`src/hw/rtl/snsel_pkg.sv`:
```
// Shared types and constants for the strongest-neighbour top-3 select block.
// No dependencies; imported by snsel_cell, strongest_neighbor_top3_select and the testbench.
`timescale 1ns / 1ps
`default_nettype none

package snsel_pkg;

  localparam int KEPT_SLOTS = 3;
  localparam int OUT_SLOTS  = 3;
  localparam int FILL_W     = $clog2(KEPT_SLOTS + 1);
  localparam int CNT_W      = (FILL_W > 2) ? FILL_W : 2;

  localparam int CFG_IDX_W  = 4;
  localparam int CFG_DATA_W = 13;

  localparam logic [CFG_IDX_W-1:0] REG_SLOTS_USED    = CFG_IDX_W'(0);
  localparam logic [CFG_IDX_W-1:0] REG_STATION_LIMIT = CFG_IDX_W'(1);

  localparam logic [1:0]  SLOTS_USED_RST    = 2'd2;
  localparam logic [1:0]  SLOTS_USED_MIN    = 2'd2;
  localparam logic [12:0] STATION_LIMIT_RST = 13'd1024;

  localparam logic [7:0] CH_LOW     = 8'd1;
  localparam logic [7:0] CH_MID     = 8'd6;
  localparam logic [7:0] CH_HIGH    = 8'd11;
  localparam logic [7:0] CH_LOW_TOP = 8'd3;
  localparam logic [7:0] CH_MID_TOP = 8'd8;
  localparam logic [7:0] CH_HI_TOP  = 8'd13;

  typedef struct packed {
    logic signed [7:0] signal_strength;
    logic [11:0]       neighbor_id;
    logic [7:0]        neighbor_channel;
    logic              report_valid;
    logic              list_end;
  } in_item_t;

  typedef struct packed {
    logic [11:0] first_id;
    logic [7:0]  first_channel;
    logic [11:0] second_id;
    logic [7:0]  second_channel;
    logic [11:0] third_id;
    logic [7:0]  third_channel;
    logic [1:0]  found_count;
  } out_item_t;

  typedef struct packed {
    logic              valid;
    logic signed [7:0] strength;
    logic [11:0]       id;
    logic [7:0]        channel;
  } slot_t;

  // handoff from one cell to its right-hand neighbour
  typedef struct packed {
    logic  take;
    slot_t slot;
  } link_t;

endpackage

`default_nettype wire

```
`src/hw/rtl/snsel_cell.sv`:
```
// One ranking cell of the insertion chain: holds a single kept report.
// Depends on snsel_pkg (slot_t, link_t).
`timescale 1ns / 1ps
`default_nettype none

module snsel_cell
  import snsel_pkg::*;
(
  input  wire logic  clk,
  input  wire logic  rst_n,
  input  wire logic  ins_en,
  input  wire logic  clear,
  input  wire slot_t new_slot,
  input  wire link_t left_i,
  output link_t      link_o,
  output slot_t      slot_ins
);

  slot_t slot_r;
  slot_t slot_nxt;
  logic  take;

  // empty cell always accepts; later report wins ties
  assign take = !slot_r.valid || (new_slot.strength >= slot_r.strength);

  always_comb begin
    if (!ins_en) begin
      slot_ins = slot_r;
    end else if (left_i.take) begin
      slot_ins = left_i.slot;
    end else if (take) begin
      slot_ins = new_slot;
    end else begin
      slot_ins = slot_r;
    end
  end

  always_comb begin
    slot_nxt       = slot_ins;
    slot_nxt.valid = slot_ins.valid && !clear;
  end

  assign link_o.take = take;
  assign link_o.slot = slot_r;

  // only the valid bit is reset; the payload is ignored while invalid
  always_ff @(posedge clk) begin
    slot_r.strength <= slot_nxt.strength;
    slot_r.id       <= slot_nxt.id;
    slot_r.channel  <= slot_nxt.channel;
    if (!rst_n) begin
      slot_r.valid <= 1'b0;
    end else begin
      slot_r.valid <= slot_nxt.valid;
    end
  end

endmodule

`default_nettype wire

```
`src/hw/rtl/strongest_neighbor_top3_select.sv`:
```
// Strongest-neighbour select: top level with cell chain, config and output register.
// Depends on snsel_pkg and snsel_cell.
// A closing item's result is registered and valid in the cycle after its transfer.
// Throughput: one item per cycle; each report is ranked in a single pass of the
// cell chain (parallel compare in every cell, shift by one towards the weak end).
// Input stalls only while a result is held and the output side stalls.
// Reset (synchronous, rst_n low): all slots empty, slots_used = 2, station_limit = 1024.
`timescale 1ns / 1ps
`default_nettype none

module strongest_neighbor_top3_select
  import snsel_pkg::*;
(
  input  wire logic                  clk,
  input  wire logic                  rst_n,
  // input channel
  input  wire logic                  in_valid,
  output logic                       in_stall,
  input  wire in_item_t              in_item,
  // result channel
  output logic                       out_valid,
  input  wire logic                  out_stall,
  output out_item_t                  out_item,
  // configuration
  input  wire logic                  cfg_we,
  input  wire logic [CFG_IDX_W-1:0]  cfg_idx,
  input  wire logic [CFG_DATA_W-1:0] cfg_wdata
);

  // ---------------------------------------------------------------------------
  // Configuration registers
  // ---------------------------------------------------------------------------
  logic [1:0]  slots_used_r,    slots_used_nxt;
  logic [12:0] station_limit_r, station_limit_nxt;

  always_comb begin
    slots_used_nxt    = slots_used_r;
    station_limit_nxt = station_limit_r;
    if (cfg_we) begin
      unique case (cfg_idx)
        REG_SLOTS_USED:    slots_used_nxt    = cfg_wdata[1:0];
        REG_STATION_LIMIT: station_limit_nxt = cfg_wdata[12:0];
        default: ;  // unmapped index: write dropped
      endcase
    end
  end

  always_ff @(posedge clk) begin
    if (!rst_n) begin
      slots_used_r    <= SLOTS_USED_RST;
      station_limit_r <= STATION_LIMIT_RST;
    end else begin
      slots_used_r    <= slots_used_nxt;
      station_limit_r <= station_limit_nxt;
    end
  end

  // ---------------------------------------------------------------------------
  // Handshake: output register decouples the two sides
  // ---------------------------------------------------------------------------
  logic out_valid_r, out_valid_nxt;
  logic in_xfer;

  assign in_stall = out_valid_r && out_stall;
  assign in_xfer  = in_valid && !in_stall;

  // ---------------------------------------------------------------------------
  // Insertion chain: cell 0 holds the strongest report
  // ---------------------------------------------------------------------------
  slot_t new_slot;
  logic  ins_en;
  logic  clear;
  link_t chain_w [KEPT_SLOTS+1];
  slot_t slot_ins [KEPT_SLOTS];

  assign new_slot.valid    = 1'b1;
  assign new_slot.strength = in_item.signal_strength;
  assign new_slot.id       = in_item.neighbor_id;
  assign new_slot.channel  = in_item.neighbor_channel;

  assign ins_en = in_xfer && in_item.report_valid;
  assign clear  = in_xfer && in_item.list_end;

  // nothing shifts into the head of the chain
  assign chain_w[0] = '0;

  for (genvar k = 0; k < KEPT_SLOTS; k++) begin : g_cell
    snsel_cell u_cell (
      .clk      (clk),
      .rst_n    (rst_n),
      .ins_en   (ins_en),
      .clear    (clear),
      .new_slot (new_slot),
      .left_i   (chain_w[k]),
      .link_o   (chain_w[k+1]),
      .slot_ins (slot_ins[k])
    );
  end

  // ---------------------------------------------------------------------------
  // Result formation from the post-insert slot contents
  // ---------------------------------------------------------------------------
  function automatic logic [7:0] snap_channel(input logic [7:0] ch);
    if (ch <= CH_LOW_TOP)      return CH_LOW;
    else if (ch <= CH_MID_TOP) return CH_MID;
    else if (ch <= CH_HI_TOP)  return CH_HIGH;
    else                       return ch;
  endfunction

  logic [1:0]       report_lim;
  logic [CNT_W-1:0] fill_cnt;
  logic [1:0]       found;
  logic [11:0]      res_id [OUT_SLOTS];
  logic [7:0]       res_ch [OUT_SLOTS];

  // slots_used below two behaves as two
  assign report_lim = (slots_used_r < SLOTS_USED_MIN) ? SLOTS_USED_MIN : slots_used_r;

  // valid bits form a prefix, so their count is the fill level
  always_comb begin
    fill_cnt = '0;
    for (int k = 0; k < KEPT_SLOTS; k++) begin
      fill_cnt = fill_cnt + CNT_W'(slot_ins[k].valid);
    end
  end

  assign found = (fill_cnt < CNT_W'(report_lim)) ? fill_cnt[1:0] : report_lim;

  for (genvar s = 0; s < OUT_SLOTS; s++) begin : g_res
    if (s < KEPT_SLOTS) begin : g_kept
      logic reported;
      logic known;
      assign reported = slot_ins[s].valid && (2'(s) < report_lim);
      assign known    = (slot_ins[s].id != '0) && ({1'b0, slot_ins[s].id} < station_limit_r);
      assign res_id[s] = (reported && known)  ? slot_ins[s].id : '0;
      assign res_ch[s] = (reported && !known) ? snap_channel(slot_ins[s].channel) : '0;
    end else begin : g_none
      // no cell behind this slot
      assign res_id[s] = '0;
      assign res_ch[s] = '0;
    end
  end

  // ---------------------------------------------------------------------------
  // Output register
  // ---------------------------------------------------------------------------
  out_item_t out_item_r;

  always_comb begin
    out_valid_nxt = out_valid_r && out_stall;
    if (clear) begin
      out_valid_nxt = 1'b1;
    end
  end

  always_ff @(posedge clk) begin
    if (!rst_n) begin
      out_valid_r <= 1'b0;
    end else begin
      out_valid_r <= out_valid_nxt;
    end
  end

  always_ff @(posedge clk) begin
    if (clear) begin
      out_item_r.first_id       <= res_id[0];
      out_item_r.first_channel  <= res_ch[0];
      out_item_r.second_id      <= res_id[1];
      out_item_r.second_channel <= res_ch[1];
      out_item_r.third_id       <= res_id[2];
      out_item_r.third_channel  <= res_ch[2];
      out_item_r.found_count    <= found;
    end
  end

  assign out_valid = out_valid_r;
  assign out_item  = out_item_r;

endmodule

`default_nettype wire

```
`config.mk`:
```
export PLATFORM = sky130hd
export DESIGN_NAME = strongest_neighbor_top3_select
export DESIGN_NICKNAME = d
export VERILOG_FILES = /design/src/hw/rtl/snsel_pkg.sv /design/src/hw/rtl/snsel_cell.sv /design/src/hw/rtl/strongest_neighbor_top3_select.sv
export SDC_FILE = /design/constraint.sdc
export NUM_CORES = 1
export LEC_CHECK = 0
export BUFFER_PORTS_ARGS = -buffer_cell sky130_fd_sc_hd__clkbuf_2
export CAP_MARGIN = 20
export CORE_ASPECT_RATIO = 1.75
export CORE_UTILIZATION = 55
export CTS_CLUSTER_SIZE = 16
export DETAILED_ROUTE_END_ITERATION = 7
export HOLD_SLACK_MARGIN = 0.1
export PLACE_DENSITY_LB_ADDON = 0.25
export SYNTH_ARGS = -nofsm -noshare
export SYNTH_HDL_FRONTEND = slang
export SYNTH_HIERARCHICAL = 1
export SYNTH_SLANG_ARGS = --single-unit
```
`constraint.sdc`:
```
create_clock -name clk -period 5.9 [get_ports clk]
set_input_delay 1.18 -clock clk [delete_from_list [all_inputs] [get_ports clk]]
set_output_delay 1.18 -clock clk [all_outputs]
set_load 0.005 [all_outputs]
```
Word level (Yosys, flattened, before mapping)
Cells that the tools add are included.
Storage, ports and cells
  bits in registers: 165
  input bits: 52
  word-level logic and storage cells: 127
Cells by class
  add/sub/neg operators: 2
  magnitude comparators: 20
  equal/unequal tests: 1
  muxes and demuxes: 20
  bitwise operators: 3
  reduce and logical (&&, ||, !) cells: 50
Operators with widths (number)
  2-to-1 mux 29 bit: 8
  <= comparator 8 x 4 -> 1 bit, second input constant: 6
  < comparator 12 x 13 -> 1 bit: 3
  nonzero test 12 bit: 3
  >= comparator 8 bit: 3
  <= comparator 8 x 2 -> 1 bit, second input constant: 3
  logical AND 1 bit: 19
  2-to-1 mux 4 bit: 3
  OR reduction 4 bit: 3
  AND reduction 2 bit: 5
  2-to-1 mux 3 bit: 3
  OR reduction 3 bit: 3
  logical NOT 1 bit: 8
  OR reduction 2 bit: 3
  == test 4 x 1 -> 1 bit, second input constant: 1
  logical NOT 4 bit: 1
  < comparator 1 x 2 -> 1 bit, first input constant: 2
  2-to-1 mux 1 bit: 4
  2-to-1 mux 2 bit: 2
  nonzero test 2 bit: 2
  logical OR 1 bit: 3
  NOT 1 bit: 3
  adder 1 x 1 -> 2 bit: 1
  adder 2 x 1 -> 2 bit: 1
  3 further kinds: 3

Depth between registers and ports, before layout
Gate-level depths: netlist of run 1.
  depth after elaboration: 11
  mapped depth: 20
  mapped depth without buffers: 15

Cells and area by module
Netlist of run 1, hierarchy kept.
Modules (own cells, without submodules)
  snsel_cell: times used 3, cells each 231, area each 1983.2 µm², sequential area each 580.6 µm²
  strongest_neighbor_top3_select: times used 1, cells each 359, area each 4078.9 µm², sequential area each 2182.1 µm²

Least setup slack after synthesis of run 1
OpenSTA, ideal clock, no wires.
  path kind: input to register
  start point: in in_item[29] (netlist bit)
  end point: reg out_item_r, in the netlist out_item[14], data pin
  arrival time: 4.440 ns
  data required time: 5.645 ns
  path slack: 1.205 ns
  cell stages on the path: 18
  path buffers: 6
  path through: ha_1 nand4_1 o21a_1 buf_2 nand3_1 buf_4 o41a_1 buf_6 buf_8 o221a_1 buf_4 ha_1 nand2_1 o21ai_1 a31oi_1 o311a_1 buf_2 and3_1
RTL lines
  from (decl): RTL line strongest_neighbor_top3_select.sv:19  | input wire in_item_t in_item,
  to (decl): RTL line strongest_neighbor_top3_select.sv:147  | out_item_t out_item_r;

==> results of run 1 <==
how the worst min path moves through the flow:
stage / slack [ns] / start / endpoint / cells after the start
after floorplan: 0.44 / station_limit_r[10] / station_limit_r[10] / 2
after global placement: 0.46 / station_limit_r[10] / station_limit_r[10] / 2
after detailed placement: 0.47 / station_limit_r[10] / station_limit_r[10] / 2
after CTS: 0.49 / station_limit_r[10] / station_limit_r[10] / 2
after global routing: 0.54 / station_limit_r[3] / station_limit_r[3] / 2
final: 0.49 / station_limit_r[10] / station_limit_r[10] / 2
registers in the layout, indices dropped and copies added, names as in the netlist:
| register | cells |
|---|---|
| out_valid | 1 |
| g_cell.u_cell/link_o | 87 |
| station_limit_r | 13 |
| slots_used_r | 2 |
| out_item | 62 |
power breakdown:
group | leakage, µW | internal, µW | switching, µW
combinational | 0.00266 | 399 | 566
clock | 0.000285 | 614 | 479
sequential | 0.00146 | 1360 | 91.9
through the flow:
stage | instances | utilization [%] | setup WS, ns | hold slack (ns)
3_5_place_dp | 1297 | 58.14 | 0.6198 | 0.4673
4_1_cts | 1329 | 61.44 | 1.067 | 0.4906
3_3_place_gp | 1297 | 58.14 | 0.7032 | 0.4601
6_report | 1329 | 61.44 | 1.042 | 0.4941
5_1_grt | 1329 | 61.44 | 0.8216 | 0.5445
2_1_floorplan | 1061 | - | 1.205 | 0.4446
final cells by class:
cell class / count / share of cell area [%]
inverter: 51 / 1.785
multi-input combinational: 715 / 46.80
timing repair buffer: 135 / 6.766
clock inverter: 9 / 0.6066
clock buffer: 23 / 4.760
tap: 231 / 2.695
sequential: 165 / 36.58
critical path, delay by kind of cell:
kind	cells	cell delay (ns)
AO/OA/AOI/OAI	9	2.87
adder cells (fa/ha/maj)	2	0.63
buffers and inverters	1	0.17
AND/OR/NAND/NOR	1	0.12
layout by cell type, fill, tap and decap left out, drive strengths merged:
cell type	count
nor2b	100
nor3b	2
or3	3
nor4	13
clkinvlp	1
ha	57
mux2i	15
a21boi	1
inv	54
conb	36
buf	20
and3	39
nand4b	3
o221a	81
a311oi	3
dfxtp	103
nand2	31
o21ai	96
o211ai	6
a21o	9
o22ai	8
clkinv	5
nand4	9
o311a	3
o311ai	2
edfxtp	62
nand2b	8
clkbuf	138
or4	2
fa	1
o21a	7
a211oi	5
a31oi	8
nand3	11
nor2	28
a21oi	31
nor3	89
a2111oi	5
o41a	3
metal layers:
layer	GRT usage [%]	vias to the layer above	routed length (µm)
met2	51.25	285	13240
met4	16.26	0	1208
met3	5.731	64	1448
met1	32.95	3783	10110
li1	-	3848	-
met5	0	-	0
==> results.toml, run 1 <==
[outcome]
outcome = "finished, final reports clean"

[setup_path]
cp-startpoint = "in_item[27]"
worstPathRequired_ns = 6.06
cp-end-kind = "register"
worst_setup_path_start_kind = "primary input"
crit_chain = "clkbuf_2 -> ha_1 -> a21oi_1 -> o211ai_1 -> o21ai_0 -> a21o_1 -> o221a_1 -> ha_1 -> a21oi_1 -> o21ai_1 -> a31oi_1 -> o311a_1 -> nor3b_1"
critical_path_class = "in -> reg"
reg2regPathDepth = 13
r2r-start = "g_cell[0].u_cell/link_o[25]"
r2r_slack_ns = 1.59
cp_max_fo = 27
max_stage_delay_ns = 0.86
endpoint = "out_item[44]"
crit_path_top_delay_cell = "a21o_1"
r2r-end = "out_item[44]"
worstPathArrival_ns = 5.02

[placed_design]
portBuffers = 115
postPlaceCellArea_um2 = 10150
dpl.hpwl_mm = 18.39
place_congestion = 0.8867

[grt]
grt_pass1_vias = 7761
grt_pass1_wl_mm = 40.56
antenna_found_initial = 0
grt_max_degree = 67
grt-ovfl-total = 0
grt_usage_pct = 29.39

[floorplanning]
die_w_um = 103.1
die_h_um = 179.0
pin_count = 116
die_area_um2 = 18450
core_region_area_um2 = 17460
rows = 64
initial_core_util_pct = 56.37

[power_and_ir_drop]
p_leak_uw = 0.004403
p_total_uw = 3514
vdd_drop_max_mv = 0.2262
p_per_area_nw_per_um2 = 327.6

[min_path]
hp-class = "reg -> reg"

[routing]
wl_per_cell_um = 19.57
vias = 7980
drc = 0
routed_wl_mm = 26.00
avgViaCountPerCell = 6.005
drt_iter0_drc = 504
detail_route.first_pass.iterations = 7
drtAntennaViolNets = 0

[timing]
finClkSkew_ns = 0.01278
fin_crit_ns = 4.858
rsz0062_at_grt = "false"
maxSlewHeadroom_pct = 30.69
drv_slew = 0
worst_slew_pin_slew_ns = 1.040
finalSetupViolations = 0
clock.fmax_mhz = 205.8
finalHoldViolations = 0
fin_crit_sh_pct = 82.34
finalSetupTns_ns = 0

[clock_tree]
ctsHtreeMaxLevel = 4
cts_inserted_buffers = 17
cts.sinks = 165
cts_resized = 0
cts_root_buffer = "clkbuf_16"
clk_pin_slew_ns = 0.06
holdBufCountCts = 0
clk_latency_ns = 0.45
postCtsSetupBuffers = 0
clock_path_buffers = 2
cts_tree = "built"

[layout]
multiInputGateArea_um2 = 5020
regArea_um2 = 3924
diodes = 0
final_area_um2 = 10730
final_layout_size_suffix_gt1_share_pct = 17.03
areaGrowthSynthToFinish_pct = 8.989
layout.nets = 1195
fillCellCount = 1556

[synthesis]
yosys_warnings = 6
netlist_area_um2 = 9841
syn_area_per_cell_um2 = 9.582
syn_inst = 1027

[run]
cap_violations = 0
Note: power is estimated with default switching activity, not from simulation.
==> inputs of run 2 (changes only) <==
- ABC_AREA: not set -> 1
- CORE_UTILIZATION: 55 -> 54
- clock period: 5.9 -> 4.4 ns (I/O delays scaled with it)
==> results.toml, run 2 <==
[routing]
wl_per_cell_um = 16.12
highest_layer = "met4"
drc = 0
drtAntennaViolNets = 0
detail_route.first_pass.iterations = 7
wl_met2_mm = 14.74
met3RoutedLength_mm = 1.459
drt_iter0_drc = 652
routed_wl_mm = 29.65
vias = 9930
wirelength_met1_mm = 10.80
avgViaCountPerCell = 5.397

[layout]
layout.nets = 1696
layout_common_cells = "453 x nand2_1, 281 x nor2_1, 140 x inv_1"
largest_reg_flops = 87
areaGrowthSynthToFinish_pct = 6.989
multiInputGateArea_um2 = 5329
fillCellCount = 1910
layout_commonest_cell = "nand2_1"
postLayoutCoreUtil_pct = 59.51
diodes = 0
final_area_um2 = 11470
regArea_um2 = 3924
final_layout_size_suffix_gt1_share_pct = 12.57

[setup_path]
worstPathArrival_ns = 4.03
r2r_slack_ns = 0.75
worstPathRequired_ns = 4.58
cp_max_fo = 26
max_stage_delay_ns = 0.39
crit_path_top_delay_cell = "ha_1"
cp-startpoint = "in_item[29]"
cp-end-kind = "register"
critical_path_class = "in -> reg"
worst_setup_path_start_kind = "primary input"
r2r-start = "g_cell[1].u_cell/link_o[27]"
crit_chain = "clkbuf_2 -> ha_1 -> a21o_1 -> nor2_2 -> nand2_1 -> nand2_2 -> nand3_2 -> inv_1 -> buf_4 -> nand3_1 -> nand2_1 -> nand2_1 -> ha_1 -> inv_1 -> nor2_1 -> nand3_1 -> nor3_2 -> nand2_1 -> nand4_2 -> nor2_1"
crit_path_frequent_cell = "nand2_1"

[timing]
maxSlewHeadroom_pct = 42.31
drv_slew = 0
finalHoldViolations = 0
finClkSkew_ns = 0.01106
finalSetupTns_ns = 0
worst_slew_pin_slew_ns = 0.8644
clock.fmax_mhz = 259.7
finalSetupViolations = 0
fin_crit_sh_pct = 87.52
fin_crit_ns = 3.851
rsz0062_at_grt = "false"

[placed_design]
portBuffers = 115
postPlaceCellArea_um2 = 10880
dpl.hpwl_mm = 21.74
place_congestion = 1.010

[grt]
grt_pass1_vias = 9567
grt_pass1_wl_mm = 47.11
grt_max_degree = 58
grt-ovfl-total = 0
grt_usage_pct = 30.48
antenna_found_initial = 0

[power_and_ir_drop]
switching_share_pct = 34.97
switchingPower_uw = 1673
seqPwrFrac_pct = 40.4
p_per_area_nw_per_um2 = 416.9
power.share.clock_pct = 31.8
power.internal_uw = 3111
p_total_uw = 4784
power_frac_comb_pct = 27.8
p_leak_uw = 0.005633
vdd_drop_max_mv = 0.2533

[min_path]
hold_start = "g_cell[2].u_cell/link_o[21]"
hp-class = "reg -> reg"

[clock_tree]
cts.sinks = 165
clk_pin_slew_ns = 0.06
clk_latency_ns = 0.44
postCtsSetupBuffers = 0
cts_tree = "built"
holdBufCountCts = 0
cts_inserted_buffers = 17
cts_resized = 0
ctsHtreeMaxLevel = 4
cts_root_buffer = "clkbuf_16"
clock_path_buffers = 2

[floorplanning]
rows = 67
die_h_um = 188.4
pin_count = 116
die_area_um2 = 20450
die_w_um = 108.5
initial_core_util_pct = 55.62
core_region_area_um2 = 19280

[synthesis]
yosys_warnings = 6
syn_inst = 1532
netlist_area_um2 = 10720
syn_area_per_cell_um2 = 7.000

[run]
cap_violations = 0

[outcome]
outcome = "finished, final reports clean"
-- run 2: per-stage QoR --
stage | hold slack (ns) | worst slack, ns | cells
final | 0.4705 | 0.5489 | 1840
after global routing | 0.4849 | 0.1984 | 1840
after CTS | 0.4722 | 0.5525 | 1840
after detailed placement | 0.4632 | 0.08736 | 1808
after global placement | 0.4555 | 0.2393 | 1808
after floorplan | 0.4418 | 0.1953 | 1564
-- run 2: worst max-delay path: cells and delay by family --
family | cells | cell delay [ns]
AO/OA/AOI/OAI | 1 | 0.21
buffers and inverters | 4 | 0.62
adder cells (fa/ha/maj) | 2 | 0.67
AND/OR/NAND/NOR | 13 | 1.64
-- run 2: area by class of cell --
type | instances | area share [%]
clock buffer | 26 | 4.646
clock inverter | 6 | 0.5453
inverter | 140 | 4.580
multi-input combinational | 1119 | 46.44
sequential | 165 | 34.20
tap | 241 | 2.628
timing repair buffer | 143 | 6.957
-- run 2: path summary, 6_finish.rpt --
kind / end / depth (start not counted)
setup reg to reg: out_item[13] / 20
hold reg to reg: g_cell[2].u_cell/link_o[21] / 2
hold / removal: g_cell[2].u_cell/link_o[21] / 2
setup / recovery: out_item[13] / 20
-- run 2: routing by layer --
metal / up-vias / global-route usage, %
met5: - / 0
met4: 0 / 25.47
met3: 131 / 4.462
met2: 361 / 52.63
met1: 4530 / 31.75
li1: 4908 / -
-- run 2: power groups by stage --
stage	registers [µW]	clock network, µW	logic [µW]
global placement	1960	0	1280
detailed placement	1960	0	1310
global route	1950	1600	1510
floorplan	1910	0	1190
finish	1930	1520	1330
CTS	1930	1540	1320
